<file path="config.mk">
export PLATFORM = sky130hd
export DESIGN_NAME = vtd_acs
export DESIGN_NICKNAME = d
export VERILOG_FILES = /design/src/hw/rtl/vtd_pkg.sv /design/src/hw/rtl/vtd_acs.sv
export SDC_FILE = /design/constraint.sdc
export NUM_CORES = 1
export LEC_CHECK = 0
export BUFFER_PORTS_ARGS = -buffer_cell sky130_fd_sc_hd__buf_2
export CAP_MARGIN = 20
export CORE_MARGIN = 1.5
export CORE_UTILIZATION = 55
export DETAILED_ROUTE_END_ITERATION = 10
export PLACE_DENSITY = 0.8
export SETUP_SLACK_MARGIN = 0.3
export SKIP_LAST_GASP = 1
export SLEW_MARGIN = 20
export SYNTH_ARGS = -nofsm -noshare
export SYNTH_HDL_FRONTEND = slang
export SYNTH_SLANG_ARGS = --single-unit
</file>
<file path="constraint.sdc">
create_clock -name clk -period 9.6 [get_ports clk]
set_input_delay 0.48 -clock clk [delete_from_list [all_inputs] [get_ports clk]]
set_output_delay 0.48 -clock clk [all_outputs]
set_load 0.005 [all_outputs]
</file>
<file path="src/hw/rtl/vtd_pkg.sv">
// Shared types, constants and helpers of the Viterbi tag decoder.
// Used by vtd_acs and viterbi_tag_decoder; depends on nothing else.
package vtd_pkg;

	// Defaults of the top-level parameters.
	localparam int MAX_STATES_DEF = 32;
	localparam int MAX_VOCAB_DEF  = 1024;
	localparam int MAX_LEN_DEF    = 64;

	// Fixed field widths of the stream and register interfaces.
	localparam int TAG_W   = 5;
	localparam int SCORE_W = 24;
	localparam int POS_W   = 6;
	localparam int TOKEN_W = 12;
	localparam int TVAL_W  = 16;
	localparam int CAND_W  = 26;

	// Register indexes on the configuration port.
	localparam logic REG_NUM_STATES = 1'b0;
	localparam logic REG_VOCAB_SIZE = 1'b1;

	// Score floor of -100.0 in Q16.8.
	localparam logic signed [CAND_W-1:0] SCORE_FLOOR = -26'sd25600;
	localparam logic signed [CAND_W-1:0] SAT_HI = 26'sd8388607;
	localparam logic signed [CAND_W-1:0] SAT_LO = -26'sd8388608;

	// Request kinds carried in the input tuser.
	typedef enum logic [1:0] {
		REQ_LOAD_TRANS = 2'd0,
		REQ_LOAD_EMIS  = 2'd1,
		REQ_DECODE     = 2'd2,
		REQ_UNUSED     = 2'd3
	} req_type_t;

	// Sequencer states.
	typedef enum logic [3:0] {
		ST_IDLE,
		ST_FWD,
		ST_DRAIN,
		ST_SCAN,
		ST_SCAN_WAIT,
		ST_FIN_OUT,
		ST_BT_BP,
		ST_BT_SC,
		ST_BT_OUT,
		ST_ERR_OUT
	} state_t;

	// Tags that travel with one add-compare read through the pipeline.
	typedef struct packed {
		logic valid;
		logic first_i;
		logic last_i;
		logic pos0;
	} acs_ctrl_t;

	// Saturate a candidate score to the stored Q16.8 range.
	function automatic logic signed [SCORE_W-1:0] sat24(input logic signed [CAND_W-1:0] v);
		logic signed [SCORE_W-1:0] r;
		if (v > SAT_HI) begin
			r = SAT_HI[SCORE_W-1:0];
		end else if (v < SAT_LO) begin
			r = SAT_LO[SCORE_W-1:0];
		end else begin
			r = v[SCORE_W-1:0];
		end
		return r;
	endfunction

endpackage

</file>
<file path="src/hw/rtl/vtd_acs.sv">
// Add-compare-select pipeline of the forward pass.
// Depends on vtd_pkg; fed by the score, transition and emission RAMs.
module vtd_acs #(
	parameter int MAX_STATES = vtd_pkg::MAX_STATES_DEF
) (
	input  logic                                  clk,
	input  logic                                  arst_n,
	input  vtd_pkg::acs_ctrl_t                    ctrl,
	input  logic [$clog2(MAX_STATES)-1:0]         i_idx,
	input  logic [$clog2(MAX_STATES)-1:0]         j_idx,
	input  logic signed [vtd_pkg::SCORE_W-1:0]    score_rd,
	input  logic signed [vtd_pkg::TVAL_W-1:0]     trans_rd,
	input  logic signed [vtd_pkg::TVAL_W-1:0]     emis_rd,
	output logic                                  wr_en,
	output logic [$clog2(MAX_STATES)-1:0]         wr_j,
	output logic signed [vtd_pkg::SCORE_W-1:0]    wr_score,
	output logic [$clog2(MAX_STATES)-1:0]         wr_bp,
	output logic                                  busy
);

	localparam int SW = $clog2(MAX_STATES);

	vtd_pkg::acs_ctrl_t                   ctrl_s1, ctrl_s2;
	logic [SW-1:0]                        i_s1, j_s1, i_s2, j_s2;
	logic signed [vtd_pkg::CAND_W-1:0]    cand, cand_s2;
	logic signed [vtd_pkg::CAND_W-1:0]    best_q, cur_best, new_best;
	logic [SW-1:0]                        arg_q, cur_arg, new_arg;

	// Tags are registered in step with the RAM reads, then registered again in step with the sum.
	always_ff @(posedge clk or negedge arst_n) begin
		if (!arst_n) begin
			ctrl_s1 <= '0;
			ctrl_s2 <= '0;
		end else begin
			ctrl_s1 <= ctrl;
			ctrl_s2 <= ctrl_s1;
		end
	end

	always_ff @(posedge clk) begin
		i_s1    <= i_idx;
		j_s1    <= j_idx;
		i_s2    <= i_s1;
		j_s2    <= j_s1;
		cand_s2 <= cand;
	end

	// Candidate: previous score plus transition plus emission; position 0 takes emission alone.
	always_comb begin
		if (ctrl_s1.pos0) begin
			cand = vtd_pkg::CAND_W'(emis_rd);
		end else begin
			cand = vtd_pkg::CAND_W'(score_rd) + vtd_pkg::CAND_W'(trans_rd)
				+ vtd_pkg::CAND_W'(emis_rd);
		end
	end

	// Strictly-greater compare against the running best, which starts at the floor.
	always_comb begin
		cur_best = ctrl_s2.first_i ? vtd_pkg::SCORE_FLOOR : best_q;
		cur_arg  = ctrl_s2.first_i ? '0 : arg_q;
		if (ctrl_s2.pos0) begin
			new_best = cand_s2;
			new_arg  = '0;
		end else if (cand_s2 > cur_best) begin
			new_best = cand_s2;
			new_arg  = i_s2;
		end else begin
			new_best = cur_best;
			new_arg  = cur_arg;
		end
	end

	always_ff @(posedge clk) begin
		if (ctrl_s2.valid) begin
			best_q <= new_best;
			arg_q  <= new_arg;
		end
	end

	// The winner of a destination state is written after its last source.
	assign wr_en    = ctrl_s2.valid & ctrl_s2.last_i;
	assign wr_j     = j_s2;
	assign wr_score = vtd_pkg::sat24(new_best);
	assign wr_bp    = new_arg;
	assign busy     = ctrl_s1.valid | ctrl_s2.valid;

endmodule

</file>
# After elaboration in Yosys (flattened, before gate mapping)
# Index checks and enable logic that the tools add are counted.
[op_classes]
addsub = 2
muxes = 9
order_cmp = 3
n_bitwise = 2
[op_table]
columns = ["operator", "n"]
rows = [
  ["$mux W26", 4],
  ["$mux W24", 2],
  ["$add A25 B16 Y26", 1],
  ["$gt A26 B24 Y1 const B", 1],
  ["$gt A26 B26 Y1", 1],
  ["$lt A26 B24 Y1 const B", 1],
  ["$add A24 B16 Y25", 1],
  ["$mux W5", 3],
  ["$and A1 B1 Y1", 1],
  ["$or A1 B1 Y1", 1],
]
[word_totals]
output_inout_bits = 36
input_bits = 72
wordCells = 31
ff_bits = 85

# Longest topological paths before layout
# Gate-level depths: netlist (run 1).
[depth]
ltp_word = 7
mapped_depth = 15
depth_no_buf = 14

# Least setup slack after synthesis (run 1)
# Ideal clock, no wire load.
[synth_timing]
path_type = "register to output"
startpoint = "reg ctrl_s2[2] (netlist bit)"
endpoint = "out wr_score[23] (netlist bit)"
setup_slack_ps = 6115
t_required_ps = 9120
arrival_time_ps = 3005
n_path_buf = 4
path_stages_with_launch = 15
cell_sequence = "dfrtp_1 clkbuf_1 clkbuf_1 nor2_1 ha_1 a21o_1 a21o_1 a21oi_4 o211ai_2 a22oi_4 a21oi_4 or2_1 buf_6 buf_6 o21ai_1"
[synth_between]
elab_chain_len = 7
word_cells_on_any_way = 8
cone_classes = "order compare: 3; mux: 5"
[synth_rtl]
columns = ["item", "line_no", "text"]
rows = [
  ["start: declaration", "vtd_acs.sv:23", "vtd_pkg::acs_ctrl_t ctrl_s1, ctrl_s2;"],
  ["start signal: assignment", "vtd_acs.sv:36", "ctrl_s2 <= ctrl_s1;"],
  ["$mux W26 (*)", "vtd_acs.sv:60", "cur_best = ctrl_s2.first_i ? vtd_pkg::SCORE_FLOOR : best_q;"],
  ["$gt A26 B26 Y1", "vtd_acs.sv:65", "end else if (cand_s2 > cur_best) begin"],
  ["$mux W26 (*)", "vtd_acs.sv:65", ""],
  ["$mux W26 (*)", "vtd_acs.sv:62", "if (ctrl_s2.pos0) begin"],
  ["$lt A26 B24 Y1", "vtd_pkg.sv:62", "end else if (v < SAT_LO) begin"],
  ["$mux W24", "vtd_pkg.sv:62", ""],
  ["$mux W24 (*)", "vtd_pkg.sv:60", "if (v > SAT_HI) begin"],
  ["end: declaration", "vtd_acs.sv:16", "output logic signed [vtd_pkg::SCORE_W-1:0] wr_score,"],
]
# Mark *: on every way between the ends. The rest lies on a longest branch, timed or not.

# Final worst setup path (run 1)
# Same ends and word-level chain as after synthesis.

==> metrics.cfg, run 1 <==
[yosys]
netlist.top_cell.by_area=sky130_fd_sc_hd__edfxtp_1
top_reg_cell_synth=sky130_fd_sc_hd__dfxtp_1
synthesis.instances=551
netlist_area_sq_um=5620
synth-seq-area-share=0.365
area_fraction_of_the_dominant_cell_type_after_synthesis=0.166
synth_edf_count=31
ys_top_cells_by_area=sky130_fd_sc_hd__edfxtp_1, sky130_fd_sc_hd__dfxtp_1, sky130_fd_sc_hd__ha_1, sky130_fd_sc_hd__fa_1, sky130_fd_sc_hd__o21ai_0
flip_flop_and_latch_count_after_synthesis=85
synth.distinct_cells=61
net_count_of_the_mapped_netlist=698
synth_area_per_cell_sq_um=10.2
yosysWarnings=0
postSynth.asyncResetShare=0.0941

[grt]
grt.total_usage=0.238
grt_start_max_net_pins=45
grt_antenna_before_repair=0
grt_remaining_overflow=0
first_global_vias=4563
grt_pass1_wl_um=21200

[sta]
grt_setup_unrepaired=no
report.final.slew_viol_count=0
worst_slew_pin_slew_ns=1.08
report.final.hold_viol_count=0
final.setup_skew_ns=0.0139
finalSetupViolations=0
final.hold.worst_slack_ns=0.213
timing.final.crit_period_ns=4.86
maxSlewHeadroom=0.280
post-route-period-util=0.506
fin_setup_tns_ns=0
max_freq_ghz=0.206

[clock_network]
clock_path_buffers=2
tritoncts=done
cts_clock_pin_slew_for_the_worst_setup_and_hold_paths_ns=0.08
clock_tree.root_cell=sky130_fd_sc_hd__clkbuf_8
number_of_buffers_inserted_during_clock_tree_synthesis=9
worstSkewPairLatency_ns=0.37
h-tree-depth=3
tritoncts_num_sinks=85
cts_post_setup_buffers_inserted=0

[placement]
finalWeightedCongestion=0.873
placedInstanceArea_sq_um=6230
place_hpwl_um=9310
portBuffers=107
dp.cells=771

[min_path]
holdCritStartpoint=j_idx[0]
holdPathEnd=j_s1[0]$_DFF_P_
hold_class=input port to flip-flop
holdPathStages=1

[worst_setup_path]
critical_path_class=flip-flop to output pin
crit_start=ctrl_s2[2]$_DFF_PN0_
rr_endpoint=best_q[0]$_DFFE_PP_
r2r.worst_path.cells=10
critical_path.startpoint_type=flip-flop
critical_path_peak_fanout=37
setup.reg_to_reg.worst_slack_ns=5.24
critPathRequiredTime_ns=9.12
worst_setup_path_end_kind=output pin
timing.critical_path.arrival_ns=4.38
r2r_start=ctrl_s2[2]$_DFF_PN0_

[route]
detail-route-antenna-nets=0
detail_route.wl_per_cell_um=15.9
number_of_optimization_iterations_in_the_first_detailed_route_pass=6
route.detailed.vias_per_inst=5.74
drt_iter0_markers=251
drc_errors=0
vias=4525
wl_um=12500

[power]
static-leakage-power_uw=0.00284
power.density_cell_area_nw_per_um2=205
worst_vdd_drop_mv=0.102

[final_layout]
ratio_of_cells_with_drive_above_1_in_the_final_layout=0.249
fin_cells=788
design.final.nets=797
n_antenna_cell=0
area_growth_pct=14.6
post-route-cell-area_sq_um=6440

[job]
drv.max_cap_violation_count=0

[floorplan]
effective_utilization_at_floorplan=0.570
floorplan.die_area_sq_um=10800
top_level_ports=108
core_region_sq_um=9860
die_x_um=104
die_height_um=104
floorplan.rows=36

[run_status]
run_status=completed

cell type report:
class / instances / area [sq um]
Timing Repair Buffer: 112 / 576
Fill cell: 780 / 3420
Sequential cell: 85 / 2050
Multi-Input combinational cell: 404 / 3300
Inverter: 38 / 143
Clock inverter: 5 / 40.0
Clock buffer: 11 / 163
Tap cell: 133 / 166
critical path, cell delays in order (launching register included):
cell                       delay, ns
sky130_fd_sc_hd__dfrtp_2        0.77
sky130_fd_sc_hd__nor2_1         0.20
sky130_fd_sc_hd__ha_1           0.35
sky130_fd_sc_hd__nand4_1        0.14
sky130_fd_sc_hd__or2_1          0.29
sky130_fd_sc_hd__a211oi_2       0.29
sky130_fd_sc_hd__a22oi_4        0.12
sky130_fd_sc_hd__a21oi_4        0.69
sky130_fd_sc_hd__or2_1          0.54
sky130_fd_sc_hd__buf_4          0.37
sky130_fd_sc_hd__o21ai_1        0.10
sky130_fd_sc_hd__buf_2          0.14
how the worst max path moves through the flow:
stage | end | slack (ns) | cells after the start
floorplan | wr_score[23] | 6.12 | 14
CTS | wr_score[23] | 4.37 | 11
finish | wr_score[23] | 4.74 | 11
detailed placement | wr_score[23] | 4.78 | 11
global placement | wr_score[23] | 5.00 | 11
global route | wr_score[23] | 4.47 | 11
synthesized netlist by cell type, drive strengths merged (11+ instances only):
| master | number |
|---|---|
| o21ai | 83 |
| ha | 50 |
| dfxtp | 46 |
| inv | 38 |
| a21oi | 32 |
| nand2 | 32 |
| edfxtp | 31 |
| nor2 | 27 |
| fa | 25 |
| a221o | 24 |
| a21o | 16 |
| clkbuf | 15 |
| nor2b | 15 |
| xor2 | 11 |
sequential cells by signal, indices dropped and copies added, names as in the netlist:
name     cells
arg_q        5
best_q      26
cand_s2     26
ctrl_s1      4
ctrl_s2      4
i_s1         5
i_s2         5
j_s1         5
wr_j         5
logic make-up (layout without fill, tap and decap cells):
kind of cell | Yosys count | after routing | synth area share
xor+xnor | 16 | 16 | 0.0249
mux | 3 | 3 | 0.00668
flops | 85 | 85 | 0.365
simple gates | 119 | 119 | 0.111
buf+inv | 62 | 166 | 0.0476
fa+ha+maj | 75 | 75 | 0.200
compound gates | 191 | 191 | 0.244
layer usage:
| metal | up-vias | track usage | wire [um] | share of wire |
|---|---|---|---|---|
| li1 | 2214 | - | - | - |
| met1 | 2134 | 0.308 | 5660 | 0.45 |
| met2 | 160 | 0.409 | 6000 | 0.48 |
| met3 | 17 | 0.0338 | 658 | 0.053 |
| met4 | 0 | 0.0794 | 184 | 0.015 |
| met5 | - | 0 | 0 | 0 |
where the power goes:
part           total, uW  internal [uW]  switching (uW)
combinational        590            259             331
clock                247            119             129
sequential           482            443            38.9
total               1320            820             499
repair_timing:
action | CTS | global route
hold buffers | 1 | 0
gates resized for setup | 0 | 0
endpoints found under the hold margin | 8 | 0
metrics by stage:
stage	utilization	power, uW	setup WS [ns]
after floorplan	-	897	6.12
after global placement	0.631	1050	5.00
after detailed placement	0.631	1070	4.78
after CTS	0.653	1320	4.37
after global routing	0.653	1410	4.47
final	0.653	1320	4.74
cell usage in the layout (no fill, tap or decap), types with 2 or more instances in the layout:
master | Yosys | layout
sky130_fd_sc_hd__o21ai_2 | 16 | 16
sky130_fd_sc_hd__edfxtp_1 | 31 | 31
sky130_fd_sc_hd__a21o_1 | 16 | 16
sky130_fd_sc_hd__xnor2_1 | 5 | 5
sky130_fd_sc_hd__nand4_1 | 7 | 7
sky130_fd_sc_hd__ha_1 | 50 | 50
sky130_fd_sc_hd__a21oi_4 | 2 | 2
sky130_fd_sc_hd__o21a_1 | 6 | 6
sky130_fd_sc_hd__buf_2 | 4 | 107
sky130_fd_sc_hd__a211oi_2 | 2 | 2
sky130_fd_sc_hd__a21oi_1 | 29 | 29
sky130_fd_sc_hd__a211oi_1 | 3 | 3
sky130_fd_sc_hd__a211o_1 | 2 | 2
sky130_fd_sc_hd__o31ai_1 | 3 | 3
sky130_fd_sc_hd__a221o_1 | 24 | 24
sky130_fd_sc_hd__xor2_1 | 11 | 11
sky130_fd_sc_hd__nand2_1 | 32 | 32
sky130_fd_sc_hd__a21boi_0 | 2 | 2
sky130_fd_sc_hd__o21ai_0 | 59 | 59
sky130_fd_sc_hd__fa_1 | 25 | 25
sky130_fd_sc_hd__nor2_1 | 27 | 27
sky130_fd_sc_hd__o21ai_1 | 8 | 8
sky130_fd_sc_hd__clkinv_4 | 0 | 2
sky130_fd_sc_hd__inv_1 | 38 | 38
sky130_fd_sc_hd__dfxtp_1 | 46 | 46
sky130_fd_sc_hd__dfrtp_1 | 8 | 7
sky130_fd_sc_hd__and2_1 | 2 | 2
sky130_fd_sc_hd__nand2b_1 | 4 | 4
sky130_fd_sc_hd__mux2_2 | 2 | 2
sky130_fd_sc_hd__or3_1 | 5 | 5
sky130_fd_sc_hd__clkbuf_8 | 0 | 10
sky130_fd_sc_hd__o211ai_1 | 5 | 5
sky130_fd_sc_hd__or3b_1 | 5 | 5
sky130_fd_sc_hd__nand3_1 | 7 | 7
sky130_fd_sc_hd__buf_4 | 2 | 4
sky130_fd_sc_hd__nor3_1 | 5 | 5
sky130_fd_sc_hd__or2_1 | 2 | 2
sky130_fd_sc_hd__nor2b_1 | 15 | 15
No activity file was read; power rests on OpenSTA's default activity.
==> run 2, diff against run 1 <==
==> constraint.sdc (replaced) <==
create_clock -name clk -period 4.6 [get_ports clk]
set_input_delay 0.23 -clock clk [delete_from_list [all_inputs] [get_ports clk]]
set_output_delay 0.23 -clock clk [all_outputs]
set_load 0.005 [all_outputs]
==> run 2 against run 1 <==
  * Register-to-register slack got worse by 4.2 ns
  * Global-route usage rose by 0.53 points
  * Cell count rose by 3.0%
  * Combinational power rose by 120%
  * Critical path depth rose by 3
  * Critical path type unchanged
  * Largest power group unchanged
==> metrics.cfg, run 2 (synthesis gave the netlist of run 1 again) <==
[sta]
maxSlewHeadroom=0.433  ; +0.153
report.final.slew_viol_count=0  ; unchanged
final.setup_skew_ns=0.00832  ; -0.00553 ns
finalSetupViolations=0  ; unchanged
max_freq_ghz=0.252
grt_setup_unrepaired=no
final.hold.worst_slack_ns=0.0745  ; -0.138 ns
report.final.hold_viol_count=0  ; unchanged
timing.final.crit_period_ns=3.97
fin_setup_tns_ns=0  ; unchanged
worst_slew_pin_slew_ns=0.829  ; -0.250 ns
post-route-period-util=0.862

[worst_setup_path]
r2r.worst_path.cells=11  ; +1
crit_buf_inv=4  ; +2
cp_cell_sequence=buf_4 -> nor2b_1 -> inv_1 -> ha_1 -> a21o_1 -> a21o_1 -> a21oi_1 -> o21ai_1 -> a22oi_4 -> a21oi_4 -> nor3_4 -> buf_4 -> a221o_1 -> buf_2
critPathSlowestCell=sky130_fd_sc_hd__dfrtp_2
critical_path.startpoint_type=flip-flop
critical_path_class=flip-flop to output pin
worst_path_largest_cell_delay_ns=0.58  ; -0.19 ns
cp_top_family=compound AO/OA/AOI/OAI gates
worst_setup_path_end_kind=output pin
timing.critical_path.arrival_ns=3.74  ; -0.64 ns
critPathRequiredTime_ns=4.37  ; -4.75 ns
r2r_start=ctrl_s2[2]$_DFF_PN0_
setup.reg_to_reg.worst_slack_ns=1.05  ; -4.19 ns
rr_endpoint=best_q[18]$_DFFE_PP_
critical_path_peak_fanout=24  ; -35%

[route]
wl_um=12900  ; +3.6%
detail-route-antenna-nets=0  ; unchanged
drt_iter0_markers=251  ; unchanged
vias=4646  ; +2.7%
drc_errors=0  ; unchanged
detail_route.wl_per_cell_um=15.9  ; +0.53%
route.detailed.vias_per_inst=5.72  ; -0.36%
number_of_optimization_iterations_in_the_first_detailed_route_pass=5  ; -1

[clock_network]
h-tree-depth=3  ; unchanged
worstSkewPairLatency_ns=0.36  ; about the same
clock_path_buffers=2  ; unchanged
number_of_buffers_inserted_during_clock_tree_synthesis=9  ; unchanged
tritoncts=done
clock_tree.root_cell=sky130_fd_sc_hd__clkbuf_8
tritoncts_num_sinks=85  ; unchanged
cts_clock_pin_slew_for_the_worst_setup_and_hold_paths_ns=0.09  ; about the same

[power]
worst_vdd_drop_mv=0.211  ; +110%
power_switching_share=0.373  ; -0.00471
netSwitchingPower_uw=1040  ; +110%
clockPowerShare=0.186  ; about the same
power.density_cell_area_nw_per_um2=419  ; +100%
design_internal_power_uw=1750  ; +110%
p_comb_frac=0.454  ; +0.007
pwr-share-seq=0.360  ; -0.005
static-leakage-power_uw=0.00294  ; +3.4%

[floorplan]
floorplan.die_area_sq_um=10800  ; unchanged
die_x_um=104  ; unchanged
top_level_ports=108  ; unchanged
core_region_sq_um=9860  ; unchanged
die_height_um=104  ; unchanged
floorplan.rows=36  ; unchanged
effective_utilization_at_floorplan=0.570  ; unchanged

[grt]
grt_start_max_net_pins=45  ; unchanged
grt.total_usage=0.243  ; +0.00533
grt_remaining_overflow=0  ; unchanged
grt_pass1_wl_um=21400  ; +1.2%
grt_antenna_before_repair=0  ; unchanged
first_global_vias=4520  ; -0.94%

[placement]
place_hpwl_um=9780  ; +5.0%
portBuffers=107  ; unchanged
finalWeightedCongestion=0.836  ; -4.3%

[final_layout]
ratio_of_cells_with_drive_above_1_in_the_final_layout=0.255  ; +0.00593
area_growth_pct=18.4
n_antenna_cell=0  ; unchanged
layout.cells.most_common=sky130_fd_sc_hd__buf_2
layout_top_registers=best_q (26), cand_s2 (26)
design.final.nets=821  ; +3.0%
final_cell_mix=sky130_fd_sc_hd__buf_2, sky130_fd_sc_hd__o21ai_0, sky130_fd_sc_hd__ha_1

[run_status]
run_status=completed

[min_path]
holdCritStartpoint=emis_rd[0]
holdPathEnd=cand_s2[0]$_DFF_P_
hold_class=input port to flip-flop
holdPathStages=3  ; +2

[job]
drv.max_cap_violation_count=0  ; unchanged

[run 2: cell count changes in the layout (fill, tap and decap cells not counted)]
cell,change
sky130_fd_sc_hd__buf_4,+10
sky130_fd_sc_hd__bufinv_16,+1
sky130_fd_sc_hd__clkbuf_16,-1
sky130_fd_sc_hd__clkbuf_8,-1
sky130_fd_sc_hd__clkinv_2,+1
sky130_fd_sc_hd__clkinv_4,-1
sky130_fd_sc_hd__clkinvlp_4,+2
sky130_fd_sc_hd__dlygate4sd3_1,+14
sky130_fd_sc_hd__inv_4,-1
[run 2: worst max-delay path by stage]
| stage | to | start | slack, ns | depth (start not counted) |
|---|---|---|---|---|
| global placement | wr_score[22] | ctrl_s2[2]$_DFF_PN0_ | 0.91 | 11 |
| CTS | wr_score[0] | ctrl_s2[2]$_DFF_PN0_ | 0.38 | 11 |
| finish | wr_score[0] | ctrl_s2[2]$_DFF_PN0_ | 0.63 | 14 |
| floorplan | best_q[0]$_DFFE_PP_ | ctrl_s2[2]$_DFF_PN0_ | 1.33 | 13 |
| detailed placement | wr_score[22] | ctrl_s2[2]$_DFF_PN0_ | 0.82 | 11 |
| global route | wr_score[2] | ctrl_s2[2]$_DFF_PN0_ | 0.47 | 14 |
[run 2: area by class of cell]
cell class / count / area [sq um]
timing repair buffer: 136 / 791
inverter: 38 / 143
tap: 133 / 166
clock buffer: 9 / 124
fill: 784 / 3210
multi-input combinational: 404 / 3300
sequential: 85 / 2050
clock inverter: 7 / 75.1
[run 2: worst register-to-register path, stage by stage (launching register included)]
cell,delay (ns)
sky130_fd_sc_hd__dfrtp_2,0.58
sky130_fd_sc_hd__nor2b_1,0.27
sky130_fd_sc_hd__inv_1,0.10
sky130_fd_sc_hd__ha_1,0.28
sky130_fd_sc_hd__nand4_1,0.14
sky130_fd_sc_hd__or2_1,0.31
sky130_fd_sc_hd__a211oi_2,0.29
sky130_fd_sc_hd__a22oi_4,0.12
sky130_fd_sc_hd__a21oi_4,0.40
sky130_fd_sc_hd__or2_1,0.40
sky130_fd_sc_hd__buf_4,0.31
sky130_fd_sc_hd__o21ai_1,0.10
[run 2: power by group through the flow]
stage	clock, uW	combinational, uW	sequential, uW
floorplan	0	885	986
global placement	0	1190	1010
detailed placement	0	1240	1020
CTS	524	1260	1000
global route	556	1400	1020
finish	519	1270	1000
[run 2: stage by stage]
step	setup slack (ns)	std cells	utilization	cell area [sq um]	power, uW
6_report	0.633	812	0.674	6650	2790
5_1_grt	0.471	812	0.674	6650	2980
4_1_cts	0.384	812	0.674	6650	2790
3_5_place_dp	0.818	781	0.639	6300	2250
3_3_place_gp	0.910	781	0.639	6300	2200
2_1_floorplan	1.33	551	-	5620	1870
[run 2: repair_timing]
item | in CTS | in global routing
endpoints found under the setup margin | 0 | 22
endpoints found under the hold margin | 22 | 0
hold buffers | 15 | 0
setup buffers | 0 | 0
resized for setup | 0 | 1
[run 2: routing by layer]
metal,vias up,share of wire,track usage
met4,0,0.024,0.101
met5,-,0,0
met1,2191,0.44,0.314
met3,21,0.052,0.0301
li1,2259,-,-
met2,175,0.49,0.413
==> run 3, diff against run 2 <==
==> constraint.sdc (replaced) <==
create_clock -name clk -period 4.6 [get_ports clk]
set_input_delay 0.92 -clock clk [delete_from_list [all_inputs] [get_ports clk]]
set_output_delay 0.92 -clock clk [all_outputs]
set_load 0.005 [all_outputs]
==> run 3 against run 2 <==
  * First-iteration DRC count increased by 8.8%
  * Cell count decreased by 0.62%
  * Utilization increased by 0.86 points
  * Count of clock-buffer cells in the layout up 2
  * Wire length grew 0.37%
  * Largest cell class unchanged
==> metrics.cfg, run 3 (synthesis gave the netlist of run 1 again) <==
[run_status]
run_status=completed

[sta]
final.hold.worst_slack_ns=0.330  ; +0.255 ns
post-route-period-util=0.918  ; +0.0556
report.final.hold_viol_count=0  ; unchanged
maxSlewHeadroom=0.509  ; +0.0763
timing.final.crit_period_ns=4.22  ; +0.256 ns
worst_slew_pin_slew_ns=0.718  ; -0.112 ns
post-route-worst-setup-slack_ns=0.377  ; -0.256 ns
final.setup_skew_ns=0.0116  ; +0.00327 ns
finalSetupViolations=0  ; unchanged
max_freq_ghz=0.237  ; -6.1%
grt_setup_unrepaired=no
fin_setup_tns_ns=0  ; unchanged
report.final.slew_viol_count=0  ; unchanged

[worst_setup_path]
r2r_start=ctrl_s2[2]$_DFF_PN0_
cp_cell_sequence=buf_12 -> nor2b_2 -> inv_1 -> ha_1 -> nand4_1 -> or2_4 -> nor3_4 -> a22o_4 -> buf_4 -> or3_4 -> o311ai_4 -> buf_6 -> a221o_1 -> buf_2
cp_top_family=simple AND/OR/NAND/NOR gates
critical_path.startpoint_type=flip-flop
critPathSlowestCell=sky130_fd_sc_hd__dfrtp_2
crit_buf_inv=5  ; +1
critical_path_peak_fanout=15  ; -38%
r2r.worst_path.cells=12  ; +1
path_depth=14  ; unchanged
critPathRequiredTime_ns=3.68  ; -0.69 ns
worst_setup_path_end_kind=output pin
setup.reg_to_reg.worst_slack_ns=1.20  ; +0.15 ns
worst_path_largest_cell_delay_ns=0.45  ; -0.13 ns
timing.critical_path.arrival_ns=3.30  ; -0.44 ns
rr_endpoint=best_q[0]$_DFFE_PP_
critical_path_class=flip-flop to output pin

[min_path]
holdPathStages=0  ; -3
holdCritStartpoint=i_s1[2]$_DFF_P_
hold_class=flip-flop to flip-flop
holdPathEnd=i_s2[2]$_DFF_P_

[grt]
grt.total_usage=0.242  ; -0.000950
grt_antenna_before_repair=0  ; unchanged
first_global_vias=4708  ; +4.2%
grt_pass1_wl_um=21500  ; +0.23%
grt_start_max_net_pins=45  ; unchanged
grt_remaining_overflow=0  ; unchanged

[final_layout]
fillers=753  ; -4.0%
ratio_of_cells_with_drive_above_1_in_the_final_layout=0.306  ; +0.0509
fin_cells=807  ; -0.62%
final_core_util=0.683  ; +0.00862
seq_area_sq_um=2050  ; unchanged
multi_input_gate_area_in_the_final_layout_sq_um=3420  ; +3.6%
layout_top_registers=best_q (26), cand_s2 (26)
final_cell_mix=sky130_fd_sc_hd__buf_2, sky130_fd_sc_hd__o21ai_0, sky130_fd_sc_hd__ha_1
n_antenna_cell=0  ; unchanged
area_growth_pct=19.9
layout.cells.most_common=sky130_fd_sc_hd__buf_2
design.final.nets=816  ; -0.61%

[clock_network]
h-tree-depth=3  ; unchanged
tritoncts_num_sinks=85  ; unchanged
clock_tree.root_cell=sky130_fd_sc_hd__clkbuf_8
cts_clock_pin_slew_for_the_worst_setup_and_hold_paths_ns=0.08  ; about the same
number_of_buffers_inserted_during_clock_tree_synthesis=9  ; unchanged
tritoncts=done
worstSkewPairLatency_ns=0.37  ; about the same
clock_path_buffers=2  ; unchanged

[floorplan]
core_region_sq_um=9860  ; unchanged
floorplan.die_area_sq_um=10800  ; unchanged
effective_utilization_at_floorplan=0.570  ; unchanged
floorplan.rows=36  ; unchanged
die_height_um=104  ; unchanged
top_level_ports=108  ; unchanged
die_x_um=104  ; unchanged

[power]
worst_vdd_drop_mv=0.218  ; +3.3%
power.density_cell_area_nw_per_um2=426  ; +1.5%
static-leakage-power_uw=0.00299  ; +1.6%

[route]
detail_route.wl_per_cell_um=16.1  ; +0.99%
wl_um=13000  ; +0.37%
vias=4710  ; +1.4%
detail-route-antenna-nets=0  ; unchanged
route.detailed.vias_per_inst=5.84  ; +2.0%
number_of_optimization_iterations_in_the_first_detailed_route_pass=4  ; -1
drt_iter0_markers=273  ; +8.8%
drc_errors=0  ; unchanged

[placement]
portBuffers=107  ; unchanged
place_ws_ns=0.610  ; -0.208 ns
dp.cells=783  ; +0.26%
finalWeightedCongestion=0.905  ; +8.2%
place_hpwl_um=9620  ; -1.6%

[job]
drv.max_cap_violation_count=0  ; unchanged

-- run 3: cell count changes in the layout (fill, tap and decap cells not counted), moves of 3 or more --
cell and delta:
sky130_fd_sc_hd__a21oi_1 -8, sky130_fd_sc_hd__nor2_4 +3, sky130_fd_sc_hd__nor2_2 +3, sky130_fd_sc_hd__nor2b_1 -4
sky130_fd_sc_hd__buf_4 +5, sky130_fd_sc_hd__a21oi_2 +8, sky130_fd_sc_hd__nor2_1 -6, sky130_fd_sc_hd__dlygate4sd3_1 -15
-- run 3: metrics by stage --
stage / total power, uW / cell area (sq um)
2_1_floorplan: 1870 / 5620
3_3_place_gp: 2220 / 6320
3_5_place_dp: 2270 / 6320
4_1_cts: 2800 / 6550
5_1_grt: 3070 / 6740
6_report: 2870 / 6740
-- run 3: worst max path at each step --
stage,startpoint,to,slack [ns]
CTS,ctrl_s2[2]$_DFF_PN0_,wr_score[13],0.30
global route,ctrl_s2[2]$_DFF_PN0_,wr_bp[3],0.25
global placement,ctrl_s2[2]$_DFF_PN0_,wr_score[13],0.68
detailed placement,ctrl_s2[2]$_DFF_PN0_,wr_bp[2],0.61
floorplan,ctrl_s2[2]$_DFF_PN0_,wr_score[23],0.68
finish,ctrl_s2[2]$_DFF_PN0_,wr_score[13],0.38
-- run 3: area by class of cell --
cell class                 instances  area share
tap                              133      0.0247
clock inverter                     5     0.00576
sequential                        85       0.305
clock buffer                      11      0.0241
inverter                          38      0.0212
multi-input combinational        404       0.507
timing repair buffer             131       0.112
-- run 3: repair_timing --
action,4_1_cts,5_1_grt
gates resized for setup,7,36
pin swaps,2,14
gates cloned,0,1
endpoints found under the setup margin,16,29
hold buffers,0,0
setup buffers,1,6
-- run 3: worst reg2reg max path: stages, from the launching register on --
cell and delay (ns):
sky130_fd_sc_hd__dfrtp_2 0.45, sky130_fd_sc_hd__buf_12 0.17, sky130_fd_sc_hd__nor2_1 0.24, sky130_fd_sc_hd__ha_1 0.33
sky130_fd_sc_hd__nand4_1 0.20, sky130_fd_sc_hd__nor3_1 0.12, sky130_fd_sc_hd__a22o_4 0.24, sky130_fd_sc_hd__buf_4 0.16
sky130_fd_sc_hd__a21oi_4 0.19, sky130_fd_sc_hd__buf_8 0.20, sky130_fd_sc_hd__or2_1 0.14, sky130_fd_sc_hd__buf_4 0.38
sky130_fd_sc_hd__mux2_4 0.35
-- run 3: per-layer routing --
layer	share of wire	global-route usage
met4	0.022	0.0933
met3	0.044	0.0351
met2	0.50	0.425
met1	0.43	0.301
met5	0	0
-- run 3: power breakdown --
part | switching [uW] | total, uW | internal, uW | leakage (uW)
registers | 76.4 | 1000 | 925 | 0.000790
logic | 734 | 1350 | 617 | 0.00209
clock network | 267 | 516 | 248 | 0.000102
